## src/design/snfs_pkg.sv

```systemverilog
// Shared types, opcodes and sizing constants for the SPI NOR flash sequencer.
package snfs_pkg;

  // Program pages; the page size must be a power of two.
  localparam int unsigned PageBytes = 256;
  localparam int unsigned PageBits  = $clog2(PageBytes);
  localparam int unsigned ChunkW    = PageBits + 1;

  localparam int unsigned QueueDepth = 2;

  typedef enum logic [1:0] {
    CmdRequest  = 2'd0,
    CmdPayload  = 2'd1,
    CmdReceived = 2'd2,
    CmdUnused   = 2'd3
  } cmd_e;

  typedef enum logic [1:0] {
    OpRead        = 2'd0,
    OpProgram     = 2'd1,
    OpSectorErase = 2'd2,
    OpChipErase   = 2'd3
  } op_e;

  localparam logic [7:0] OpcWriteEnable = 8'h06;
  localparam logic [7:0] OpcReadStatus  = 8'h05;
  localparam logic [7:0] OpcRead        = 8'h03;
  localparam logic [7:0] OpcPageProgram = 8'h02;
  localparam logic [7:0] OpcSectorErase = 8'h20;
  localparam logic [7:0] OpcChipErase   = 8'hC7;
  localparam logic [7:0] StatusWip      = 8'h01;
  localparam logic [7:0] DummyByte      = 8'hFF;

  typedef enum logic [10:0] {
    PhIdle       = 11'b000_0000_0001,
    PhWren       = 11'b000_0000_0010,
    PhHdr        = 11'b000_0000_0100,
    PhRead       = 11'b000_0000_1000,
    PhProgWant   = 11'b000_0001_0000,
    PhProgSent   = 11'b000_0010_0000,
    PhStatCmd    = 11'b000_0100_0000,
    PhStat       = 11'b000_1000_0000,
    PhEraseCmd   = 11'b001_0000_0000,
    PhPreStatCmd = 11'b010_0000_0000,
    PhPreStat    = 11'b100_0000_0000
  } phase_e;

  // Item kinds after classification in the front end.
  typedef enum logic [1:0] {
    KindRequest  = 2'd0,
    KindPayload  = 2'd1,
    KindReceived = 2'd2,
    KindNone     = 2'd3
  } kind_e;

  typedef struct packed {
    logic [1:0]  command;
    logic [1:0]  operation;
    logic [23:0] flash_address;
    logic [15:0] byte_count;
    logic [7:0]  payload_byte;
    logic [7:0]  received_byte;
  } in_item_t;

  typedef struct packed {
    logic [7:0] send_byte;
    logic       send_valid;
    logic       frame_end;
    logic [7:0] data_out;
    logic       data_out_valid;
    logic       want_payload;
    logic       finished;
  } out_item_t;

  // Classified item held in the queue; payload and received bytes share one field.
  typedef struct packed {
    kind_e       kind;
    op_e         operation;
    logic [23:0] flash_address;
    logic [15:0] byte_count;
    logic [7:0]  data;
  } entry_t;

  // Queue status seen by the front end and the back end.
  typedef struct packed {
    logic full;
    logic empty;
  } queue_stat_t;

endpackage

```

## src/design/spi_nor_flash_sequencer.sv

```systemverilog
// Top level of the SPI NOR flash sequencer: front end, queue and back end.
//
//  channel | direction | handshake                 | payload
//  --------+-----------+---------------------------+--------------------------
//  in      | input     | in_valid_i / in_stall_o   | in_data_i  (in_item_t)
//  out     | output    | out_valid_o / out_stall_i | out_data_o (out_item_t)
//
// One input transfer per cycle is sustained while out_stall_i is low; the
// two-entry queue sets the input stall, which rises only while both entries
// are occupied. A result passes through the queue entry and then the
// registered result stage after its input transfer. Misplaced items that
// produce no result are still popped by the sequencer; unused commands are
// dropped in the front end and never reach it.
// The sequencer advances only when the result stage is empty or drains in the
// same cycle, so out_stall_i holds back the queue and then the input side.
// rst_ni clears the queue, the phase (back to idle) and the result stage.
module spi_nor_flash_sequencer (
  input  logic                clk_i,
  input  logic                rst_ni,
  input  logic                in_valid_i,
  output logic                in_stall_o,
  input  snfs_pkg::in_item_t  in_data_i,
  output logic                out_valid_o,
  input  logic                out_stall_i,
  output snfs_pkg::out_item_t out_data_o
);
  import snfs_pkg::*;

  queue_stat_t qstat;
  logic        push;
  logic        pop;
  entry_t      entry;
  entry_t      head;

  // Classify incoming transfers and drop unused commands before queuing.
  snfs_front u_front (
    .in_valid_i (in_valid_i),
    .in_data_i  (in_data_i),
    .in_stall_o (in_stall_o),
    .qstat_i    (qstat),
    .push_o     (push),
    .entry_o    (entry)
  );

  // Decouple input acceptance from output stalls.
  snfs_queue u_queue (
    .clk_i   (clk_i),
    .rst_ni  (rst_ni),
    .push_i  (push),
    .entry_i (entry),
    .pop_i   (pop),
    .head_o  (head),
    .qstat_o (qstat)
  );

  // Run the frame sequence: opcode, address, data, status polling.
  snfs_back u_back (
    .clk_i       (clk_i),
    .rst_ni      (rst_ni),
    .head_i      (head),
    .qstat_i     (qstat),
    .pop_o       (pop),
    .out_valid_o (out_valid_o),
    .out_stall_i (out_stall_i),
    .out_data_o  (out_data_o)
  );

endmodule

```

## src/design/snfs_front.sv

```systemverilog
// Front end: accepts input transfers, classifies them and drops unused commands.
module snfs_front (
  input  logic                 in_valid_i,
  input  snfs_pkg::in_item_t   in_data_i,
  output logic                 in_stall_o,
  input  snfs_pkg::queue_stat_t qstat_i,
  output logic                 push_o,
  output snfs_pkg::entry_t     entry_o
);
  import snfs_pkg::*;

  kind_e kind;

  always_comb begin
    case (in_data_i.command)
      CmdRequest:  kind = KindRequest;
      CmdPayload:  kind = KindPayload;
      CmdReceived: kind = KindReceived;
      default:     kind = KindNone;
    endcase
  end

  assign in_stall_o = qstat_i.full;

  // Drop unused commands here; they never reach the sequencer.
  assign push_o = in_valid_i && !qstat_i.full && (kind != KindNone);

  always_comb begin
    entry_o.kind          = kind;
    entry_o.operation     = op_e'(in_data_i.operation);
    entry_o.flash_address = in_data_i.flash_address;
    entry_o.byte_count    = in_data_i.byte_count;
    entry_o.data          = (kind == KindPayload) ? in_data_i.payload_byte
                                                  : in_data_i.received_byte;
  end

endmodule

```

## src/design/snfs_queue.sv

```systemverilog
// Two-entry queue between the front end and the sequencer back end.
module snfs_queue (
  input  logic                  clk_i,
  input  logic                  rst_ni,
  input  logic                  push_i,
  input  snfs_pkg::entry_t      entry_i,
  input  logic                  pop_i,
  output snfs_pkg::entry_t      head_o,
  output snfs_pkg::queue_stat_t qstat_o
);
  import snfs_pkg::*;

  localparam int unsigned PtrW = $clog2(QueueDepth);
  localparam int unsigned CntW = $clog2(QueueDepth + 1);

  entry_t            mem_q [QueueDepth];
  logic [PtrW-1:0]   wr_ptr_q, wr_ptr_d;
  logic [PtrW-1:0]   rd_ptr_q, rd_ptr_d;
  logic [CntW-1:0]   count_q, count_d;

  always_comb begin
    wr_ptr_d = wr_ptr_q;
    rd_ptr_d = rd_ptr_q;
    count_d  = count_q;
    if (push_i) begin
      wr_ptr_d = (wr_ptr_q == PtrW'(QueueDepth - 1)) ? '0 : wr_ptr_q + 1'b1;
    end
    if (pop_i) begin
      rd_ptr_d = (rd_ptr_q == PtrW'(QueueDepth - 1)) ? '0 : rd_ptr_q + 1'b1;
    end
    if (push_i && !pop_i) begin
      count_d = count_q + 1'b1;
    end else if (pop_i && !push_i) begin
      count_d = count_q - 1'b1;
    end
  end

  always_ff @(posedge clk_i or negedge rst_ni) begin
    if (!rst_ni) begin
      wr_ptr_q <= '0;
      rd_ptr_q <= '0;
      count_q  <= '0;
    end else begin
      wr_ptr_q <= wr_ptr_d;
      rd_ptr_q <= rd_ptr_d;
      count_q  <= count_d;
    end
  end

  always_ff @(posedge clk_i) begin
    if (push_i) begin
      mem_q[wr_ptr_q] <= entry_i;
    end
  end

  assign head_o        = mem_q[rd_ptr_q];
  assign qstat_o.full  = (count_q == CntW'(QueueDepth));
  assign qstat_o.empty = (count_q == '0);

endmodule

```

## src/design/snfs_back.sv

```systemverilog
// Back end: frame sequencer state machine and the registered result stage.
module snfs_back (
  input  logic                  clk_i,
  input  logic                  rst_ni,
  input  snfs_pkg::entry_t      head_i,
  input  snfs_pkg::queue_stat_t qstat_i,
  output logic                  pop_o,
  output logic                  out_valid_o,
  input  logic                  out_stall_i,
  output snfs_pkg::out_item_t   out_data_o
);
  import snfs_pkg::*;

  phase_e             phase_q, phase_d;
  op_e                op_q, op_d;
  logic [23:0]        addr_q, addr_d;
  logic [15:0]        total_q, total_d;
  logic [ChunkW-1:0]  chunk_q, chunk_d;
  logic [1:0]         hdr_q, hdr_d;

  logic               out_valid_q, out_valid_d;
  out_item_t          out_q, out_d;

  out_item_t          res;
  logic               res_vld;
  logic [15:0]        total_dec;
  logic [ChunkW-1:0]  chunk_dec;
  logic [ChunkW-1:0]  room;
  logic [7:0]         hdr_byte;
  logic               is_rx;

  function automatic out_item_t send_item(logic [7:0] b, logic fe);
    out_item_t o;
    o            = '0;
    o.send_byte  = b;
    o.send_valid = 1'b1;
    o.frame_end  = fe;
    return o;
  endfunction

  // Pop whenever the result stage is free or drains this cycle.
  assign pop_o = !qstat_i.empty && (!out_valid_q || !out_stall_i);

  always_comb begin
    total_dec = (total_q != '0) ? total_q - 16'd1 : total_q;
    chunk_dec = chunk_q - 1'b1;
    room      = ChunkW'(PageBytes) - {1'b0, addr_q[PageBits-1:0]};
    is_rx     = (head_i.kind == KindReceived);
    case (hdr_q)
      2'd0:    hdr_byte = addr_q[23:16];
      2'd1:    hdr_byte = addr_q[15:8];
      default: hdr_byte = addr_q[7:0];
    endcase
  end

  always_comb begin
    phase_d = phase_q;
    op_d    = op_q;
    addr_d  = addr_q;
    total_d = total_q;
    chunk_d = chunk_q;
    hdr_d   = hdr_q;
    res     = '0;
    res_vld = 1'b0;

    case (phase_q)
      PhIdle: begin
        if (head_i.kind == KindRequest) begin
          op_d    = head_i.operation;
          addr_d  = head_i.flash_address;
          total_d = head_i.byte_count;
          chunk_d = '0;
          hdr_d   = '0;
          res_vld = 1'b1;
          if (head_i.operation == OpRead) begin
            phase_d = PhHdr;
            res     = send_item(OpcRead, 1'b0);
          end else if (head_i.operation == OpProgram && head_i.byte_count == '0) begin
            res.finished = 1'b1;
          end else begin
            phase_d = PhWren;
            res     = send_item(OpcWriteEnable, 1'b1);
          end
        end
      end

      PhProgWant: begin
        if (head_i.kind == KindPayload && chunk_q != '0) begin
          chunk_d = chunk_dec;
          total_d = total_dec;
          addr_d  = addr_q + 24'd1;
          phase_d = PhProgSent;
          res_vld = 1'b1;
          res     = send_item(head_i.data, chunk_dec == '0);
        end
      end

      PhWren: begin
        if (is_rx) begin
          res_vld = 1'b1;
          case (op_q)
            OpProgram: begin
              chunk_d = ({1'b0, total_q} < 17'(room)) ? ChunkW'(total_q) : room;
              phase_d = PhHdr;
              hdr_d   = '0;
              res     = send_item(OpcPageProgram, 1'b0);
            end
            OpSectorErase: begin
              phase_d = PhPreStatCmd;
              res     = send_item(OpcReadStatus, 1'b0);
            end
            OpChipErase: begin
              phase_d = PhEraseCmd;
              res     = send_item(OpcChipErase, 1'b1);
            end
            default: begin
              phase_d      = PhIdle;
              hdr_d        = '0;
              res.finished = 1'b1;
            end
          endcase
        end
      end

      PhPreStatCmd: begin
        if (is_rx) begin
          phase_d = PhPreStat;
          res_vld = 1'b1;
          res     = send_item(DummyByte, 1'b1);
        end
      end

      PhPreStat: begin
        if (is_rx) begin
          res_vld = 1'b1;
          if ((head_i.data & StatusWip) != '0) begin
            phase_d = PhPreStatCmd;
            res     = send_item(OpcReadStatus, 1'b0);
          end else begin
            phase_d = PhHdr;
            hdr_d   = '0;
            res     = send_item(OpcSectorErase, 1'b0);
          end
        end
      end

      PhEraseCmd: begin
        if (is_rx) begin
          phase_d = PhStatCmd;
          res_vld = 1'b1;
          res     = send_item(OpcReadStatus, 1'b0);
        end
      end

      PhHdr: begin
        if (is_rx) begin
          res_vld = 1'b1;
          if (hdr_q != 2'd3) begin
            hdr_d = hdr_q + 2'd1;
            res   = send_item(hdr_byte, (hdr_q == 2'd2) &&
                              ((op_q == OpRead && total_q == '0) || op_q == OpSectorErase));
          end else begin
            hdr_d = '0;
            case (op_q)
              OpRead: begin
                if (total_q == '0) begin
                  phase_d      = PhIdle;
                  res.finished = 1'b1;
                end else begin
                  phase_d = PhRead;
                  res     = send_item(DummyByte, total_q == 16'd1);
                end
              end
              OpProgram: begin
                phase_d          = PhProgWant;
                res.want_payload = 1'b1;
              end
              OpSectorErase: begin
                phase_d = PhStatCmd;
                res     = send_item(OpcReadStatus, 1'b0);
              end
              default: begin
                phase_d      = PhIdle;
                res.finished = 1'b1;
              end
            endcase
          end
        end
      end

      PhRead: begin
        if (is_rx) begin
          total_d            = total_dec;
          res_vld            = 1'b1;
          if (total_dec == '0) begin
            phase_d      = PhIdle;
            res.finished = 1'b1;
          end else begin
            res = send_item(DummyByte, total_dec == 16'd1);
          end
          res.data_out       = head_i.data;
          res.data_out_valid = 1'b1;
        end
      end

      PhProgSent: begin
        if (is_rx) begin
          res_vld = 1'b1;
          if (chunk_q != '0) begin
            phase_d          = PhProgWant;
            res.want_payload = 1'b1;
          end else begin
            phase_d = PhStatCmd;
            res     = send_item(OpcReadStatus, 1'b0);
          end
        end
      end

      PhStatCmd: begin
        if (is_rx) begin
          phase_d = PhStat;
          res_vld = 1'b1;
          res     = send_item(DummyByte, 1'b1);
        end
      end

      PhStat: begin
        if (is_rx) begin
          res_vld = 1'b1;
          if ((head_i.data & StatusWip) != '0) begin
            phase_d = PhStatCmd;
            res     = send_item(OpcReadStatus, 1'b0);
          end else if (op_q == OpProgram && total_q != '0) begin
            phase_d = PhWren;
            res     = send_item(OpcWriteEnable, 1'b1);
          end else begin
            phase_d      = PhIdle;
            hdr_d        = '0;
            res.finished = 1'b1;
          end
        end
      end

      default: begin
        phase_d = PhIdle;
        hdr_d   = '0;
      end
    endcase
  end

  // Result stage: load on pop, clear once taken.
  always_comb begin
    out_valid_d = out_valid_q;
    out_d       = out_q;
    if (pop_o) begin
      out_valid_d = res_vld;
      out_d       = res;
    end else if (out_valid_q && !out_stall_i) begin
      out_valid_d = 1'b0;
    end
  end

  always_ff @(posedge clk_i or negedge rst_ni) begin
    if (!rst_ni) begin
      phase_q     <= PhIdle;
      op_q        <= OpRead;
      addr_q      <= '0;
      total_q     <= '0;
      chunk_q     <= '0;
      hdr_q       <= '0;
      out_valid_q <= 1'b0;
    end else begin
      if (pop_o) begin
        phase_q <= phase_d;
        op_q    <= op_d;
        addr_q  <= addr_d;
        total_q <= total_d;
        chunk_q <= chunk_d;
        hdr_q   <= hdr_d;
      end
      out_valid_q <= out_valid_d;
    end
  end

  always_ff @(posedge clk_i) begin
    out_q <= out_d;
  end

  assign out_valid_o = out_valid_q;
  assign out_data_o  = out_q;

`ifndef SYNTHESIS
  a_finish_goes_idle: assert property (@(posedge clk_i) disable iff (!rst_ni)
    (pop_o && res_vld && res.finished) |=> (phase_q == PhIdle))
    else $error("finished result without returning to idle");

  a_chunk_bounded: assert property (@(posedge clk_i) disable iff (!rst_ni)
    (chunk_q <= ChunkW'(PageBytes)))
    else $error("chunk count exceeds page size");

  a_want_has_room: assert property (@(posedge clk_i) disable iff (!rst_ni)
    (phase_q == PhProgWant) |-> (chunk_q != '0))
    else $error("payload requested with empty chunk");

  a_no_stray_frame_end: assert property (@(posedge clk_i) disable iff (!rst_ni)
    (out_valid_q && !out_q.send_valid) |-> (!out_q.frame_end && out_q.send_byte == '0))
    else $error("frame end or byte without a send");
`endif

endmodule
```

## config.mk

```make
export PLATFORM = sky130hd
export DESIGN_NAME = spi_nor_flash_sequencer
export DESIGN_NICKNAME = d
export VERILOG_FILES = /design/src/design/snfs_pkg.sv /design/src/design/spi_nor_flash_sequencer.sv /design/src/design/snfs_front.sv /design/src/design/snfs_queue.sv /design/src/design/snfs_back.sv
export SDC_FILE = /design/constraint.sdc
export NUM_CORES = 1
export LEC_CHECK = 0
export ABC_CLOCK_PERIOD_IN_PS = 4400
export BUFFER_PORTS_ARGS = -buffer_cell sky130_fd_sc_hd__clkbuf_2
export CAP_MARGIN = 20
export CORE_MARGIN = 2
export CORE_UTILIZATION = 50
export CTS_CLUSTER_DIAMETER = 30
export DETAILED_ROUTE_END_ITERATION = 8
export PLACE_DENSITY = 0.7
export SETUP_SLACK_MARGIN = 0.1
export SYNTH_ARGS = -nofsm -noshare
export SYNTH_HDL_FRONTEND = slang
export SYNTH_HIERARCHICAL = 1
export SYNTH_SLANG_ARGS = --single-unit
export TNS_END_PERCENT = 1
```

## constraint.sdc

```tcl
create_clock -name clk_i -period 4.4 [get_ports clk_i]
set_input_delay 1.32 -clock clk_i [delete_from_list [all_inputs] [get_ports clk_i]]
set_output_delay 1.32 -clock clk_i [all_outputs]
set_load 0.05 [all_outputs]
```

==> summary.md <==
| Metric | Value |
|---|---|
| Status | complete, no violations |
| Leading area contributor after synthesis | edfxtp_1 |
| Nets | between 1000 and 1500 |
| Sink Count | between 150 and 200 |
| Vias in the first global route | around 7600 |
| Met2 routed WL | about 12000 um |
| Antenna violations before repair | 0 |
| WL met3 | 1580 um |
| Synth area leaders | edfxtp_1 34%, dfrtp_1 15%, mux2_4 8.6%, a21oi_1 3.3%, buf_4 2.9% |
| Final total power | approximately 6.0 mW |
| H-tree lvl count | 4 |
| Worst setup margin | between 700 and 800 ps |
| DR vias | about 8000 |
| Clock share of power | 26.5% |
| Critical path arrival | 3940 ps |
| # DRC | 0 |
| Antenna-violating nets left | 0 |
| Routed Wire Length | between 20000 and 30000 um |
| Pleak | approximately 4.7 nW |
| Dpl hpwl | 18000 um |
| Fmax | about 0.28 GHz |
| Synth Register Bits | approximately 190 |
| Worst Clk Skew | roughly 8.6 ps |
| Clock Tree Root | clkbuf_16 |
| Fin area | 11900 sq um |
| Share of cells above drive strength 1 | around 23% |
| Sequential power share | 41.9% |
| Final Core Density | a little over half |
| Largest net degree at the start of global routing | between 50 and 60 |
| First-pass GRT wire length | 41200 um |
| Pwr per Cell Area | between 500 and 600 nW/um^2 |
| Total global-route track usage | 22.2% |
| Skew-Pair Late Insertion Delay | 440 ps |
| Maxcap violations | 0 |
| Post-synth design cell area | 11000 sq um |
| Routed len/inst | slightly below 20 um |
| Crit Path Category | reg2reg |
| Die Wd | around 150 um |
| Worst slew pin tran | ~950 ps |
| Port bufs | between 80 and 90 |
| Netlist cell types | 80 |
| Post-DP Area | around 11000 sq um |
| Switching power total | roughly 2.2 mW |
| Fin. Hold Viols | 0 |
| Top_reg_cell synth | edfxtp_1 |
| Area grow syn2layout | 7.98% |
| Grt total ovfl | 0 |
| DR pass1 iterations | 8 |
| Metal-1 WL | 11200 um |
| Min Hold Slack | between 500 and 600 ps |
| Max VDD drop | ~0.26 mV |
| CP Capture Type | flop |
| Crit Path Max Fanout | 12 |
| Post-cts sizing count | 0 |
| Buffer count from post-CTS setup fixing | 0 |
| Die H | approximately 150 um |
| Switch share | between 30% and 40% |
| Post-synth net total | 1069 |
| Synth top cells by count | 125 x edfxtp_1, 73 x a21oi_1, 68 x dfrtp_1 |
| Core area | 21700 sq um |
| Site row count | 54 |
| Final min period | 3620 ps |
| Number of enable flip-flop cells after synthesis | 125 |
| Setup violators final | 0 |
| Yosys warns | 6 |
| Slew margin rel. | a little over a third |
| Critical Path RT | between 4000 and 5000 ps |
| Yosys top cell area share | around 34% |
| Io pins | just under 90 |
| Place WS | 875 ps |
| CTS Buffer Depth | 2 |
| CTS Hold Bufs | 0 |
| Share of flip-flops with an asynchronous set or reset | between 30% and 40% |
| Diode count | 0 |
| Post-synthesis sequential area ratio | between 40% and 50% |
| Total Neg Setup Slack | 0 ps |
| Mean Syn Cell Area | between 10 and 15 sq um |
| Count of non-filler cells in the finished layout | 1298 |
| Cts bufs inserted | 17 |
| Worst setup SP type | flop |
| Die ar. | 23200 sq um |
| Final worst path period share | slightly above 80% |
| Gpl congestion | about 0.96 |
| Count leader, synth | edfxtp_1 |
| Final slew viol count | 0 |
| Reg clk slew, reported paths | 80 ps |
| Placed Instances | about 1300 |
| Internal power | around 3.9 mW |
| HP Class | reg2reg |
| Initial Utilization | 50.7% |
| Vias per cell | about 6.2 |
| RSZ-0062 raised after global routing | no |
| Highest metal used | met4 |
| CTS tree | done |
| Gate Count Post-Synth | a little under 1000 |
| Gate power share | a little under a third |
| 1st-iter DRT viols | between 1000 and 1500 |
==> power groups by stage <==
stage,Sequential (mW),Combinational [mW],Clock [mW]
floorplan,2.82,1.26,0
finish,2.52,1.90,1.60
global placement,2.56,1.90,0
CTS,2.53,1.92,1.62
detailed placement,2.57,1.91,0
global route,2.56,2.03,1.70
==> sequential cells by signal (all words and copies together) (netlist names) <==
signal / count
u_back/addr_q: 24
u_back/chunk_q: 9
u_back/hdr_q: 2
u_back/op_q: 2
u_back/out_data_o: 21
u_back/out_valid_o: 1
u_back/phase_q: 11
u_back/total_q: 16
u_queue/count_q: 2
u_queue/mem_q: 104
u_queue/rd_ptr_q: 1
u_queue/wr_ptr_q: 1
==> critical path, stage by stage, from the launching register on <==
cell,delay (ps)
dfrtp_1,470
inv_1,130
ha_1,310
nor4b_2,440
nand4_1,580
and4_4,450
xnor2_2,190
a41o_4,300
nor2b_4,310
mux2_4,330
==> layout by cell type, fill, tap and decap left out, types with 11 or more instances in the layout <==
master / instances
clkbuf_2: 85
mux2_4: 63
nor3_1: 23
a31oi_1: 11
o22ai_1: 16
inv_1: 29
nand2_1: 67
clkbuf_16: 17
edfxtp_1: 125
nand4_1: 23
o211ai_1: 11
dfrtp_1: 67
nor2_1: 59
a22oi_1: 12
o21ai_0: 60
nand3_1: 41
buf_4: 14
mux2_2: 12
a21oi_1: 73
and2_1: 13
ha_1: 19
==> cell families (layout without fill, tap and decap cells) <==
| group | after synthesis | count (layout) | share of synthesized area [%] |
|---|---|---|---|
| DFF | 194 | 194 | 49.9 |
| buffers and inverters | 131 | 163 | 7.12 |
| xor gates and xnor gates | 20 | 20 | 1.73 |
| AOI/OAI and AO/OA | 241 | 241 | 14.0 |
| adders and majority gates | 19 | 19 | 2.16 |
| muxes | 80 | 80 | 10.3 |
| and+or+nand+nor | 301 | 301 | 14.8 |
==> cell type report <==
type / count / area, sq um
Inverter: 29 / 109
Clock inverter: 15 / 186
Fill cell: 1879 / 9820
Tap cell: 280 / 350
Multi-Input combinational cell: 661 / 4730
Clock buffer: 17 / 425
Timing Repair Buffer: 102 / 576
Sequential cell: 194 / 5490
==> routing by layer <==
metal,vias to the layer above,GRT usage (%)
met1,3906,31.0
met5,-,0
li1,3693,-
met2,346,35.2
met4,0,7.88
met3,67,3.64
==> worst paths after layout <==
check	from	to	slack, ps	cells past startpoint
worst max register to register	u_back/total_q[0]	u_back/phase_q[1]	780	9
worst min-delay path	u_queue/count_q[1]	u_queue/count_q[1]	510	1
min in group asynchronous	rst_ni	u_back/addr_q[22]	1010	1
worst min register to register	u_queue/count_q[1]	u_queue/count_q[1]	510	1
worst max-delay path	u_back/total_q[0]	u_back/phase_q[1]	780	9
max in group asynchronous	rst_ni	u_back/phase_q[0]	2560	2
Power figures use the tool's default switching activity.
